<file path="config.mk">
export PLATFORM = sky130hd
export DESIGN_NAME = ptu_ram
export DESIGN_NICKNAME = d
export VERILOG_FILES = /design/src/design/ptu_ram.sv
export SDC_FILE = /design/constraint.sdc
export NUM_CORES = 1
export LEC_CHECK = 0
export ABC_AREA = 1
export BUFFER_PORTS_ARGS = -buffer_cell sky130_fd_sc_hd__buf_2
export CAP_MARGIN = 30
export CORE_UTILIZATION = 60
export DETAILED_ROUTE_END_ITERATION = 7
export PLACE_DENSITY = 0.73
export SETUP_SLACK_MARGIN = 0.15
export SYNTH_ARGS = -nofsm -noshare
export SYNTH_HDL_FRONTEND = slang
export SYNTH_SLANG_ARGS = --single-unit
</file>
<file path="constraint.sdc">
create_clock -name clk -period 2.45 [get_ports clk]
set_clock_uncertainty 0.2 [all_clocks]
set_input_delay 0.1225 -clock clk [delete_from_list [all_inputs] [get_ports clk]]
set_output_delay 0.1225 -clock clk [all_outputs]
set_load 0.01 [all_outputs]
</file>
<file path="src/design/ptu_ram.sv">
module ptu_ram #(
  parameter int WIDTH = 8,
  parameter int DEPTH = 64
) (
  input  logic                     clk,
  input  logic                     we,
  input  logic [$clog2(DEPTH)-1:0] waddr,
  input  logic [WIDTH-1:0]         wdata,
  input  logic [$clog2(DEPTH)-1:0] raddr,
  output logic [WIDTH-1:0]         rdata
);

  logic [WIDTH-1:0] mem [DEPTH];

  // One write port, one registered read port.
  always_ff @(posedge clk) begin
    if (we) begin
      mem[waddr] <= wdata;
    end
    rdata <= mem[raddr];
  end

endmodule

</file>
# Yosys cells after proc, flatten, opt, wreduce, memory -nomap -nowiden
# Memory sizes are Yosys's and may differ from the RTL's. A register that Yosys moved wholly into a read port is not among the register bits.
# Cells that the tools add are included.
[totals] regBits=0 out_inout_bits=8 word_cells=3 n_memories=1 ramBits=512
[classes] muxes=2
[memory_table] memory="mem" words=64 width=8 read_ports=1 rd_clocked_by_memory_dff=1 wr=1 line="13" rtl="logic [WIDTH-1:0] mem [DEPTH];"
[op_table] op="two-way mux 1 bit" count=2

# Longest topological paths before layout
[depth] word_depth=2 mapped_depth=12 depth_no_buf=9

# Worst setup path before layout
# No wires, ideal clock.
[synth_path] path_kind="in2reg" from="input port we" to="memory mem[48][0], enable pin" arrival_time_ps=1494 path_slack_ps=361 stages=3 setup_ps=395 required_time_ps=1855 cell_sequence="clkbuf_1 -> nand4_1 -> nor4_1"
[synth_between] elab_chain_cells=2
[synth_lines] item="start, declared" line="6" rtl="input logic we,"
[synth_lines] item="two-way mux 1 bit" line="17" rtl="if (we) begin"
[synth_lines] item="two-way mux 1 bit (not written as such)" line="18" rtl="mem[waddr] <= wdata;"
[synth_lines] item="end, declared" line="13"
# No other way between the ends.

==> metrics.txt <==
outcome=completed; initial antenna violation count=1; FP Rows=between 60 and 70; Pwr Density=776 mW/mm^2; detailed placement HPWL=~31 mm; RSZ-0062 raised after global routing=no; layout overhead on the synthesized area=13.0%; final hold vios=0; DR WL/cell=22.0 um; post-route ant nets=0; type of origin of the critical path=flop; core box area=0.0348 sq mm; Synth Instances=1805; nets=1923; gr ovfl total=0; Synth top area share=0.720; GR Util All Layers=0.293; static leakage=8.89 nW; drt first pass iters=5; Final Wtd Congestion=between 0.9 and 1; Clock Path Buffers=3; Top delay family on crit path=simple AND/OR/NAND/NOR gates; synth top area cells=edfxtp_1 (72%), nand2_1 (11%), nand3_1 (10%); Slew Viols, Final=0; layout cells sized above 1=0.112; arrival time of the worst setup path=2.34 ns; WL met3=4.84 mm; Post-DP Area=0.0223 sq mm; initial core utilization=0.613; Fillers=2475; DR iter-0 viols=1547; Net Sw Frac=0.217; H-tree levels=2; first-pass GRT wire length=78.8 mm; TritonCTS Buffers=50; synthesized flop and latch total=520; Reg power frac=0.528; Num Clock Sinks=520; Residual DRC=0; Port-buffer cells=29; Seq/Total Area, Yosys=0.728; Hold Worst Slack=0.0246 ns; HP Class=input port to flop; Synth Net Count=about 1.8k; root buf cell=clkbuf_16; Tot Pwr=18.7 mW; Via Count=14.4k; worst slew pin tran=approximately 0.8 ns; internal power=14.7 mW; clock share of power=0.408; CP Class=flop to flop; number of global-route vias before repair=13.8k; Max Freq=479 MHz; io pins=30; Clk pin slew, worst setup/hold paths=0.06 ns; YS warnings=0; TritonCTS clock tree=done; Max-cap violations=0; Crit. End Element=flop; Place WS=0.365 ns; delay of the slowest critical-path stage=~0.55 ns; critical-path maximum fanout=1; crit-path cells=nand2_1, nand3_1, nand3_1, nand2_1, nand2_1, nand3_1, nand3_1, dlygate4sd3_1, nand2_1; maximum VDD drop=0.000689 V; Slew HR=0.457; clk_lat worst skew=0.58 ns; Worst path slowest cell=dlygate4sd3_1; Distinct cells, synth=16; crit path buf inv count=1; Die Ht=191 um; die area=around 0.036 sq mm; post-route cell area=0.0241 sq mm; met1 wire length=20.5 mm; Chip Width=191 um; Setup Total Neg Slack=0 ns; Mapped Area=roughly 0.021 sq mm; final wirelength=~53 mm; wire length on met2=25.6 mm; combinational power share=0.065; max layer used=met4; largest net degree at the start of global routing=slightly above 90; period utilization=0.852; Worst EP required=2.70 ns; PnR worst setup slack=between 0.3 and 0.4 ns; min Tclk post-route=2.09 ns; vias per cell=6.00; Setup violations, final=0; leading area contributor after synthesis=edfxtp_1; Sw Pwr=4.07 mW; Syn Area/Cell=11.8 sq um
power by group through the flow:
stage / combinational, mW / clock (mW) / sequential, mW
2_1_floorplan: 0.692 / 0 / 10.1
3_3_place_gp: 1.15 / 0 / 10.1
3_5_place_dp: 1.17 / 0 / 10.1
4_1_cts: 1.20 / 7.69 / 9.87
5_1_grt: 1.31 / 8.00 / 9.87
6_report: 1.22 / 7.63 / 9.87
kinds of logic (layout without fill, tap and decap cells):
family / Yosys count / count (layout) / synth area share
buffers and inverters: 125 / 259 / 0.0402
flip-flops: 520 / 520 / 0.728
AND/OR/NAND/NOR: 1160 / 1160 / 0.232
other: 0 / 1 / 0
layout make-up:
| type | instances | area (sq um) | share of cell area |
|---|---|---|---|
| flip-flops and latches | 520 | 15500 | 0.644 |
| multi-input cells | 1160 | 4950 | 0.205 |
| clock buffers | 67 | 1420 | 0.0588 |
| repair buffers | 157 | 1380 | 0.0572 |
| well taps | 455 | 569 | 0.0236 |
| clock inverters | 23 | 213 | 0.00882 |
| inverters | 12 | 52.6 | 0.00218 |
| diodes | 1 | 2.50 | 0.000104 |
cells in the final DEF, fill, tap and decap left out, types with 4 or more instances in the layout:
master | synthesis | final
clkbuf_16 | 0 | 53
dlygate4sd3_1 | 0 | 16
edfxtp_1 | 512 | 512
buf_12 | 0 | 18
dfxtp_1 | 8 | 8
clkbuf_1 | 15 | 10
bufinv_16 | 0 | 4
inv_1 | 10 | 9
clkinv_2 | 0 | 11
clkinv_1 | 0 | 6
nand2_1 | 648 | 648
clkbuf_8 | 0 | 4
nand3_1 | 439 | 439
nor2_1 | 56 | 56
buf_2 | 37 | 27
nand4_1 | 9 | 9
buf_4 | 14 | 95
nor4_1 | 8 | 8
synth_stat cells:
cell	number
nand2_1	648
edfxtp_1	512
nand3_1	439
nor2_1	56
buf_2	37
buf_6	35
clkbuf_1	15
buf_4	14
buf_1	10
inv_1	10
nand4_1	9
dfxtp_1	8
nor4_1	8
buf_8	2
inv_2	1
inv_6	1
sequential cells by signal, summed over array words and instances (netlist names):
signal and count:
mem 512, rdata 8
through the flow:
stage,utilization,instances
global route,0.693,2395
finish,0.693,2395
global placement,0.641,2288
floorplan,-,1805
detailed placement,0.641,2288
CTS,0.693,2394
routing by layer:
metal / vias to the layer above / track usage
met3: 122 / 0.0473
met4: 0 / 0.121
met2: 761 / 0.474
met5: - / 0
met1: 6936 / 0.399
li1: 6542 / -
repair_timing:
item,CTS,global route
hold endpoints to repair,385,0
resized for setup,0,0
buffers inserted,0,0
hold buffers,16,0
final timing paths:
| kind | startpoint | end | slack (ns) | cells past startpoint |
|---|---|---|---|---|
| min | wdata[5] | mem[21][5] | 0.02 | 1 |
| min reg2reg | mem[6][5] | rdata[5] | 0.60 | 8 |
| max | mem[51][6] | rdata[6] | 0.36 | 9 |
| max reg2reg | mem[51][6] | rdata[6] | 0.36 | 9 |
Note: power is estimated with default switching activity, not from simulation.
