[src/design/ptu_pkg.sv]
package ptu_pkg;

  localparam int TABLE_DEPTH_DEF = 64;

  // Field widths of the line-length division.
  localparam int NUM_W = 24;
  localparam int DEN_W = 14;
  localparam int Q_W   = 10;

  typedef enum logic [1:0] {
    CMD_CREATE = 2'd0,
    CMD_TICK   = 2'd1,
    CMD_CLEAR  = 2'd2,
    CMD_NONE   = 2'd3
  } cmd_t;

  localparam logic [1:0] KIND_LINE = 2'd3;

  typedef enum logic [2:0] {
    ST_IDLE,
    ST_TK_RD,
    ST_TK_MOD,
    ST_RP_RD,
    ST_RP_MUL,
    ST_RP_START,
    ST_RP_DIV,
    ST_RP_OUT
  } state_t;

  typedef struct packed {
    logic [1:0]  kind;
    logic [15:0] pos_y;
    logic [15:0] pos_x;
    logic [15:0] vel_y;
    logic [15:0] vel_x;
    logic [7:0]  start;
    logic [7:0]  life;
  } rec_t;

  localparam int REC_W = $bits(rec_t);

  // Signed 16-bit add that clamps to the representable range.
  function automatic logic [15:0] sat_add(input logic [15:0] a, input logic [15:0] b);
    logic [16:0] s;
    s = {a[15], a} + {b[15], b};
    if (s[16] != s[15]) begin
      sat_add = s[16] ? 16'h8000 : 16'h7FFF;
    end else begin
      sat_add = s[15:0];
    end
  endfunction

  // Q8.8 to whole pixels, truncated toward zero.
  function automatic logic [7:0] to_pixel(input logic [15:0] p);
    logic [7:0] h;
    h = p[15:8];
    if (p[15] && (p[7:0] != 8'd0)) begin
      h = h + 8'd1;
    end
    to_pixel = h;
  endfunction

  // Magnitude of a signed 16-bit value; the most negative value fits unsigned.
  function automatic logic [15:0] mag16(input logic [15:0] v);
    mag16 = v[15] ? (16'd0 - v) : v;
  endfunction

endpackage

[src/design/ptu_div.sv]
module ptu_div (
  input  logic                      clk,
  input  logic                      rst,
  input  logic                      start,
  input  logic [ptu_pkg::NUM_W-1:0] num,
  input  logic [ptu_pkg::DEN_W-1:0] den,
  output logic [ptu_pkg::Q_W-1:0]   quot,
  output logic                      done
);

  import ptu_pkg::*;

  logic [NUM_W-1:0]      rem;
  logic [NUM_W-1:0]      dsh;
  logic [$clog2(Q_W)-1:0] step;
  logic                  busy;

  // Restoring division, one quotient bit per cycle from the top bit down.
  // The quotient is known to stay below 2**Q_W.
  always_ff @(posedge clk) begin
    if (rst) begin
      busy <= 1'b0;
      done <= 1'b0;
    end else begin
      done <= 1'b0;
      if (start) begin
        busy <= 1'b1;
        rem  <= num;
        dsh  <= NUM_W'({den, {(Q_W-1){1'b0}}});
        step <= ($clog2(Q_W))'(Q_W - 1);
        quot <= '0;
      end else if (busy) begin
        if (rem >= dsh) begin
          rem <= rem - dsh;
          quot[step] <= 1'b1;
        end
        dsh <= dsh >> 1;
        if (step == '0) begin
          busy <= 1'b0;
          done <= 1'b1;
        end else begin
          step <= step - 1'b1;
        end
      end
    end
  end

endmodule

[config.mk]
export PLATFORM = sky130hd
export DESIGN_NAME = ptu_div
export DESIGN_NICKNAME = d
export VERILOG_FILES = /design/src/design/ptu_pkg.sv /design/src/design/ptu_div.sv
export SDC_FILE = /design/constraint.sdc
export NUM_CORES = 1
export LEC_CHECK = 0
export CAP_MARGIN = 25
export CELL_PAD_IN_SITES_DETAIL_PLACEMENT = 2
export CELL_PAD_IN_SITES_GLOBAL_PLACEMENT = 2
export CORE_MARGIN = 2
export CORE_UTILIZATION = 25
export DETAILED_ROUTE_END_ITERATION = 12
export DONT_BUFFER_PORTS = 1
export PLACE_DENSITY = 0.6
export SLEW_MARGIN = 20
export SYNTH_ARGS = -nofsm -noshare
export SYNTH_HDL_FRONTEND = slang
export SYNTH_SLANG_ARGS = --single-unit
[constraint.sdc]
create_clock -name clk -period 11.65 [get_ports clk]
set_clock_uncertainty 0.15 [all_clocks]
set_input_delay 0 -clock clk [delete_from_list [all_inputs] [get_ports clk]]
set_output_delay 0 -clock clk [all_outputs]
set_load 0.02 [all_outputs]
; ---- Word-level counts from Yosys, hierarchy flattened
; Cells that the tools add are included.
[classes]
add_sub_neg = 2
order_cmp = 3
n_eq_ne = 1
muxes = 15
bitwise_logic = 3
reduce_logical = 8
[ops]
columns = op, count
row1 = 24-bit two-way mux, 3
row2 = 23-bit two-way mux, 2
row3 = 24-bit by 23-bit greater-or-equal comparator with 1-bit output, 1
row4 = 24-bit by 23-bit subtractor with 24-bit output, 1
row5 = 10-bit two-way mux, 2
row6 = 10-bit OR, 1
row7 = 4-bit two-way mux, 2
row8 = 3-bit AND reduction, 2
row9 = 4-bit by 5-bit < comparator with 1-bit output (second input constant), 1
row10 = 1-bit two-way mux, 5
row11 = 1-bit demux with 4-bit select, 1
row12 = 4-bit by 1-bit greater-or-equal comparator with 1-bit output (second input constant), 1
row13 = 4-bit zero test, 1
row14 = 2-bit nonzero test, 2
row15 = 4-bit by 1-bit subtractor with 4-bit output (second input constant), 1
row16 = 3-bit OR reduction, 1
row17 = 2-bit != test (second input constant), 1
row18 = 1-bit inverter, 2
row19 = 2-bit AND reduction, 1
row20 = 1-bit logical AND, 1
[totals]
reg_bits = 63
input_bits = 41
out_inout_bits = 11
elab_cells = 39

; ---- Logic depth before layout (Yosys ltp)
; Gate-level depths: netlist (run 1).
[depth]
word_depth = 7
depth_mapped = 10
mapped_depth_nobuf = 10

; ---- Least setup slack after synthesis (run 1)
; Ideal clock, no wire load.
[synth_path]
path_type = reg-to-reg
start = register dsh[0]
end = register quot[0] (netlist bit) (enable)
setup_ps = 472
arrival_time_ps = 4197
required_ps = 11028
setup_slack_ps = 6831
stages_incl_launch_ff = 9
n_path_buf = 0
period_less_slack_ps = 4819
path_cell_list = edfxtp_1 > ha_1 > fa_1 > nor2b_1 > o31ai_1 > a2111o_1 > o211ai_1 > a21oi_1 > o21ai_0
[synth_via]
elab_chain_cells = 3
[synth_lines]
columns = element, line_no
row1 = start: declaration, ptu_div.sv:14  ; logic [NUM_W-1:0] dsh;
row2 = start signal: assignment, ptu_div.sv:29  ; dsh <= NUM_W'({den, {(Q_W-1){1'b0}}});
row3 = start signal: assignment, ptu_div.sv:37  ; dsh <= dsh >> 1;
row4 = 24-bit by 23-bit greater-or-equal comparator with 1-bit output, ptu_div.sv:33  ; if (rem >= dsh) begin
row5 = 2-bit nonzero test (no line), -
row6 = 3-bit AND reduction (no line), -
row7 = end signal: assignment, ptu_div.sv:31  ; quot <= '0;
row8 = end signal: indexed assignment, ptu_div.sv:35  ; quot[step] <= 1'b1;
row9 = end: declaration, ptu_div.sv:7  ; output logic [ptu_pkg::Q_W-1:0] quot,
; No other way between the ends.
; A chain may end at the register's enable or synchronous reset.

; ---- Worst setup path in the final report (run 1)
[layout_path]
start = register dsh[0]
end = register rem[4] (enable)
[layout_via]
elab_chain_cells = 3
[layout_lines]
columns = element, line_no
row1 = 24-bit by 23-bit greater-or-equal comparator with 1-bit output, ptu_div.sv:33
row2 = 2-bit nonzero test (no line), -
row3 = 3-bit AND reduction (no line), -
row4 = end signal: assignment, ptu_div.sv:28  ; rem <= num;
row5 = end signal: assignment, ptu_div.sv:34  ; rem <= rem - dsh;
row6 = end: declaration, ptu_div.sv:13  ; logic [NUM_W-1:0] rem;
; No other way between the ends.

==> qor.yml, run 1 <==
placed_design:
  port_buffers: 0
  gp_congestion: 0.7695
  dp_hpwl_mm: 7.903
worst_setup_path:
  max_stage_delay_ns: 0.44
  r2r-end: "rem[4]"
  worst-path-buf-inv: 1
  cp-start-kind: "register"
  critPathMaxFanout: 24
  path_depth: 9
  crit_end: "rem[4]"
  reg2reg_slack_ns: 8.28
  crit_type: "reg2reg"
  reg2regPathDepth: 9
  crit_required_ns: 11.50
  reg2reg_from: "dsh[0]"
  critical_path.top_delay_family: "compound AO/OA/AOI/OAI gates"
  cp-startpoint: "dsh[0]"
  cp_data_arrival_time_ns: 3.22
  critPathCaptureType: "register"
  crit_slowest_cell: "buf_4"
  path_cells: "ha_1 -> fa_1 -> nor2b_1 -> o31ai_1 -> a2111o_1 -> o211ai_1 -> a21oi_1 -> o21ai_4 -> buf_4"
floorplanning:
  core-area_um2: 15260
  placementRows: 45
  dieArea_um2: 16730
  die_w_um: 129.3
  start_util_pct: 25.74
  die_h_um: 129.3
  io_pins: 52
flow_run:
  max-cap-violations: 0
logic_synthesis:
  synth_enable_flop_cells: 61
  synthTopCellsByArea: "edfxtp_1, ha_1, nand2_1"
  ys_seq_area_share_pct: 47.66
  syn_inst: 403
  synth_fp_nets: 472
  ys_ff_latch: 63
  ys_types: 52
  synth-compound-area-share_pct: 20.29
  synth_adder_area_share_pct: 9.111
  yosysTopAreaCellShare_pct: 46.64
  yosys.area_share.simple_pct: 13.16
  synth_area_per_cell_um2: 9.746
  synth_common_cells: "edfxtp_1, nand2_1, o21ai_0"
  synthMuxAreaShare_pct: 0.5416
  synth_top_area_cell: "edfxtp_1"
  synthArstFlopShare_pct: 0
  synth.most_common_cell: "edfxtp_1"
  synthesis.area_um2: 3928
  synth_ff_type: "edfxtp_1"
  synth_warnings: 0
  synth_top_family_by_area: "compound AO/OA/AOI/OAI gates"
  synth_xor_area_share_pct: 4.460
pwr:
  seq_power_share_pct: 38.7
  switching_power_uw: 217.7
  finalPower_uw: 741.4
  p_leak_uw: 0.001938
  ir_worst_vdd_uv: 80.54
  switching_share_pct: 29.36
  p_comb_share_pct: 23.6
  p_clk_share_pct: 37.7
  power_density_nw_per_um2: 151.0
  p_int_uw: 523.7
cts:
  cts.sinks: 63
  clk_latency_ns: 0.34
  clkSlewWorstSetupHoldPaths_ns: 0.06
  post_cts_buffers: 0
  cts_root_buf: "clkbuf_16"
  cts_htree_levels: 3
  cts_tree: "yes"
  cts_buffer_depth: 2
  cts_buffers: 9
grt:
  grt_pass1_vias: 3457
  grt_pass1_wl_mm: 18.54
  overflow: 0
  grt_max_degree: 92
  track_usage_pct: 14.58
  antenna_found_initial: 0
sta:
  timing.slew.headroom_pct: 59.25
  finalMaxSlewViolations: 0
  tns_ns: 0
  hold_viol_final: 0
  fin_crit_ns: 3.369
  grt_setup_unrepaired: "no"
  worstMarginPinSlew_ns: 0.6105
  setup_violations: 0
  fin_crit_sh_pct: 28.92
  fmax_ghz: 0.2968
cells_and_area:
  diodes: 0
  area_growth_pct: 25.04
  layout.nets: 511
  final_layout_size_suffix_gt1_share_pct: 6.711
drt:
  vias: 3074
  dr.pass1.iters: 4
  post_drt_via_cell_ratio: 4.672
  ant_nets: 0
  drtIter0Drc: 129
  postRouteWirelength_mm: 11.24
  drc: 0
  routedWlPerCell_um: 17.08
run_status:
  outcome: "finished, final reports clean"
hold_path:
  min_path_type: "in2reg"
[flip-flops by register name (all words and copies together), names as in the netlist]
register	cells
busy	1
done	1
dsh	23
quot	10
rem	24
step	4
[metrics by stage]
stage / cell area (µm²) / worst slack (ns) / hold slack [ns] / cells / utilization [%]
final: 4911 / 8.281 / 0.05440 / 658 / 32.19
after global routing: 4911 / 8.091 / 0.1038 / 658 / 32.19
after CTS: 4911 / 8.248 / 0.03750 / 658 / 32.19
after detailed placement: 4154 / 8.272 / -0.06757 / 599 / 27.22
after global placement: 4139 / 8.424 / -0.06678 / 598 / 27.13
after floorplan: 3928 / 6.831 / -0.07266 / 403 / -
[cell usage in the layout (no fill, tap or decap), drive strengths merged, types with 3 or more instances in the layout]
cell type / count
edfxtp: 61
nand2: 57
o21ai: 45
dlygate4sd3: 42
nor2: 32
inv: 31
a21oi: 28
ha: 27
a21o: 14
xnor2: 14
a31oi: 12
clkbuf: 11
xor2: 6
nand3: 5
o21bai: 4
and2: 4
and3: 3
o21a: 3
a211oi: 3
or3: 3
nand2b: 3
nor3: 3
clkinv: 3
buf: 3
[cell type report]
class | instances | area, µm²
Fill cell | 1664 | 10350
Clock buffer | 11 | 252.7
Sequential cell | 63 | 1872
Tap cell | 211 | 264.0
Clock inverter | 5 | 56.30
Multi-Input combinational cell | 292 | 1879
Timing Repair Buffer | 45 | 470.5
Inverter | 31 | 116.4
[what timing repair did]
item | CTS | global route
endpoints found under the setup margin | 0 | 0
hold buffers | 43 | 0
gates resized for setup | 0 | 0
hold endpoints to repair | 63 | 0
[metal layers]
layer / global-route usage [%] / vias to the layer above / part of all wire (%)
li1: - / 1518 / -
met2: 24.61 / 39 / 48
met1: 18.41 / 1505 / 48
met3: 3.179 / 12 / 2.4
met4: 5.179 / 0 / 1.6
met5: 0 / - / 0
[power by group through the flow]
stage,sequential [µW],clock (µW),combinational (µW)
2_1_floorplan,289,0,123
3_3_place_gp,291,0,154
3_5_place_dp,292,0,159
4_1_cts,288,290,177
5_1_grt,289,298,198
6_report,287,280,175
[cell families after synthesis]
| group | Yosys count |
|---|---|
| compound gates | 124 |
| simple gates | 118 |
| flops | 63 |
| buf+inv | 48 |
| fa+ha+maj | 28 |
| xor+xnor | 20 |
| mux | 2 |
[worst min path at each step]
| stage | start | endpoint | slack, ns | cells after the start |
|---|---|---|---|---|
| global route | start | rem[9] | 0.10 | 4 |
| global placement | rst | done | -0.07 | 1 |
| floorplan | rst | done | -0.07 | 1 |
| CTS | start | rem[10] | 0.04 | 4 |
| detailed placement | rst | done | -0.07 | 1 |
| finish | start | rem[10] | 0.05 | 4 |
[tightest hold or removal path: cells and delay by family]
| kind | cells | cell delay, ns |
|---|---|---|
| compound gates | 3 | 0.21 |
| simple gates | 1 | 0.17 |
No activity file was read; power rests on OpenSTA's default activity.
==> run 2, diff against run 1 <==
- PLACE_DENSITY: 0.6 -> 0.62
- clock period: 11.65 -> 2.8 ns (I/O delays scaled with it)
==> qor.yml, run 2 (synthesized netlist as in run 1, its figures left out) <==
sta:
  timing.slew.headroom_pct: 69.11  # +9.9 points
  hold_viol_final: 0  # unchanged
  setup_ws_ns: 0.06951  # -8.212 ns
  fmax_ghz: 0.3662  # +23%
  grt_setup_unrepaired: "yes"
  tns_ns: 0  # unchanged
  setup_violations: 0  # unchanged
  fin_crit_ns: 2.730  # -0.6383 ns
  worstMarginPinSlew_ns: 0.4612  # -0.1493 ns
  finalMaxSlewViolations: 0  # unchanged
  fin_crit_sh_pct: 97.52  # +69 points
placed_design:
  gp_congestion: 0.7705  # +0.13%
  dp_hpwl_mm: 7.907  # about the same
  port_buffers: 0  # unchanged
  placedInstanceArea_um2: 4250  # +2.3%
  place_ws_ns: 0.06980  # -8.202 ns
cells_and_area:
  post-route-util_pct: 32.82  # +0.63 points
  final_layout_size_suffix_gt1_share_pct: 9.825  # +3.1 points
  post-route-cell-area_um2: 5007  # +2.0%
  area_growth_pct: 27.49
  largest_reg_flops: 24  # unchanged
  diodes: 0  # unchanged
  final_common_cell: "edfxtp_1"
  final_cell_mix: "edfxtp_1, nand2_1, dlygate4sd3_1"
  regMostFlops: "rem"
  top_regs: "rem x24, dsh x23, quot x10"
  layout.nets: 522  # +2.2%
worst_setup_path:
  critPathCaptureType: "register"
  crit_required_ns: 2.69  # -8.81 ns
  reg2reg_slack_ns: 0.07  # -8.21 ns
  cp-startpoint: "dsh[0]"
  cp-start-kind: "register"
  reg2reg_from: "dsh[0]"
  crit_type: "reg2reg"
  crit_end: "rem[1]"
  r2r-end: "rem[1]"
  critPathMaxFanout: 27  # +13%
  reg2regPathDepth: 10  # +1
  cp_data_arrival_time_ns: 2.62  # -0.60 ns
grt:
  grt_max_degree: 92  # unchanged
  grt_pass1_vias: 3428  # -0.84%
  grt_pass1_wl_mm: 17.93  # -3.3%
  track_usage_pct: 14.09  # -0.49 points
  overflow: 0  # unchanged
  antenna_found_initial: 0  # unchanged
pwr:
  p_clk_share_pct: 37.3  # -0.4 points
  finalPower_uw: 3109  # +320%
  switching_power_uw: 907.1  # +320%
  switching_share_pct: 29.18  # -0.19 points
  ir_worst_vdd_uv: 239.2  # +200%
  p_leak_uw: 0.001991  # +2.7%
  p_int_uw: 2202  # +320%
  p_comb_share_pct: 24.4  # +0.8 points
  power_density_nw_per_um2: 620.9  # +310%
  seq_power_share_pct: 38.3  # -0.4 points
flow_run:
  max-cap-violations: 0  # unchanged
drt:
  ant_nets: 0  # unchanged
  drc: 0  # unchanged
  post_drt_via_cell_ratio: 4.629  # -0.91%
  drtIter0Drc: 156  # +21%
  postRouteWirelength_mm: 11.01  # -2.0%
  vias: 3097  # +0.75%
  routedWlPerCell_um: 16.46  # -3.6%
  dr.pass1.iters: 4  # unchanged
floorplanning:
  dieArea_um2: 16730  # unchanged
  placementRows: 45  # unchanged
  core-area_um2: 15260  # unchanged
  die_h_um: 129.3  # unchanged
  start_util_pct: 25.74  # unchanged
  die_w_um: 129.3  # unchanged
  io_pins: 52  # unchanged
cts:
  clk_latency_ns: 0.34  # about the same
  cts_buffer_depth: 2  # unchanged
  cts.sinks: 63  # unchanged
  cts_root_buf: "clkbuf_16"
  cts_tree: "yes"
  cts_htree_levels: 3  # unchanged
  clkSlewWorstSetupHoldPaths_ns: 0.06  # about the same
  cts_buffers: 9  # unchanged
hold_path:
  min_path_type: "in2reg"
run_status:
  outcome: "finished, final reports clean"
==> run 2: power by group through the flow <==
stage	logic [µW]	clock network [µW]	registers, µW
detailed placement	696	0	1210
global placement	676	0	1210
global route	856	1230	1200
finish	760	1160	1190
floorplan	521	0	1200
CTS	771	1190	1190
==> run 2: layout make-up <==
type | instances | area, µm²
well taps | 211 | 264.0
clock buffers | 12 | 256.5
multi-input cells | 292 | 1896
flip-flops and latches | 63 | 1872
clock inverters | 4 | 45.04
fillers | 1691 | 10250
repair buffers | 56 | 558.0
inverters | 31 | 116.4
==> run 2: repair_timing <==
item                                    in CTS  in global routing
resized for setup                            0                  1
hold buffers                                43                  0
endpoints found under the setup margin       0                 35
buffers inserted                             0                  1
hold endpoints to repair                    63                  0
==> run 2: per-stage QoR <==
stage	std cells	hold slack (ns)
after CTS	668	0.001902
final	669	0.008330
after detailed placement	609	-0.06840
after global placement	609	-0.06962
after global routing	669	0.04278
after floorplan	403	-0.07266
==> run 2: worst min-delay path by stage <==
stage / from / endpoint / cells after the start
after global placement: rst / done / 1
after global routing: start / rem[10] / 4
after detailed placement: rst / done / 1
after floorplan: rst / done / 1
final: start / rem[10] / 4
after CTS: start / rem[10] / 4
==> run 2: layer usage <==
metal | routed length, µm | up-vias | global-route usage, % | share of wire (%)
li1 | - | 1545 | - | -
met1 | 5167 | 1509 | 17.00 | 47
met2 | 5322 | 34 | 23.99 | 48
met3 | 346 | 9 | 3.799 | 3.1
met4 | 176 | 0 | 5.435 | 1.6
met5 | 0 | - | 0 | 0
==> run 2: worst max-delay path, cell delays in order (launching register included) <==
cell,delay [ns]
edfxtp_1,0.37
ha_2,0.20
fa_2,0.37
nor2b_2,0.15
o31ai_2,0.10
a2111o_1,0.38
o211ai_1,0.10
buf_4,0.17
a21oi_2,0.04
o21ai_4,0.16
buf_12,0.23
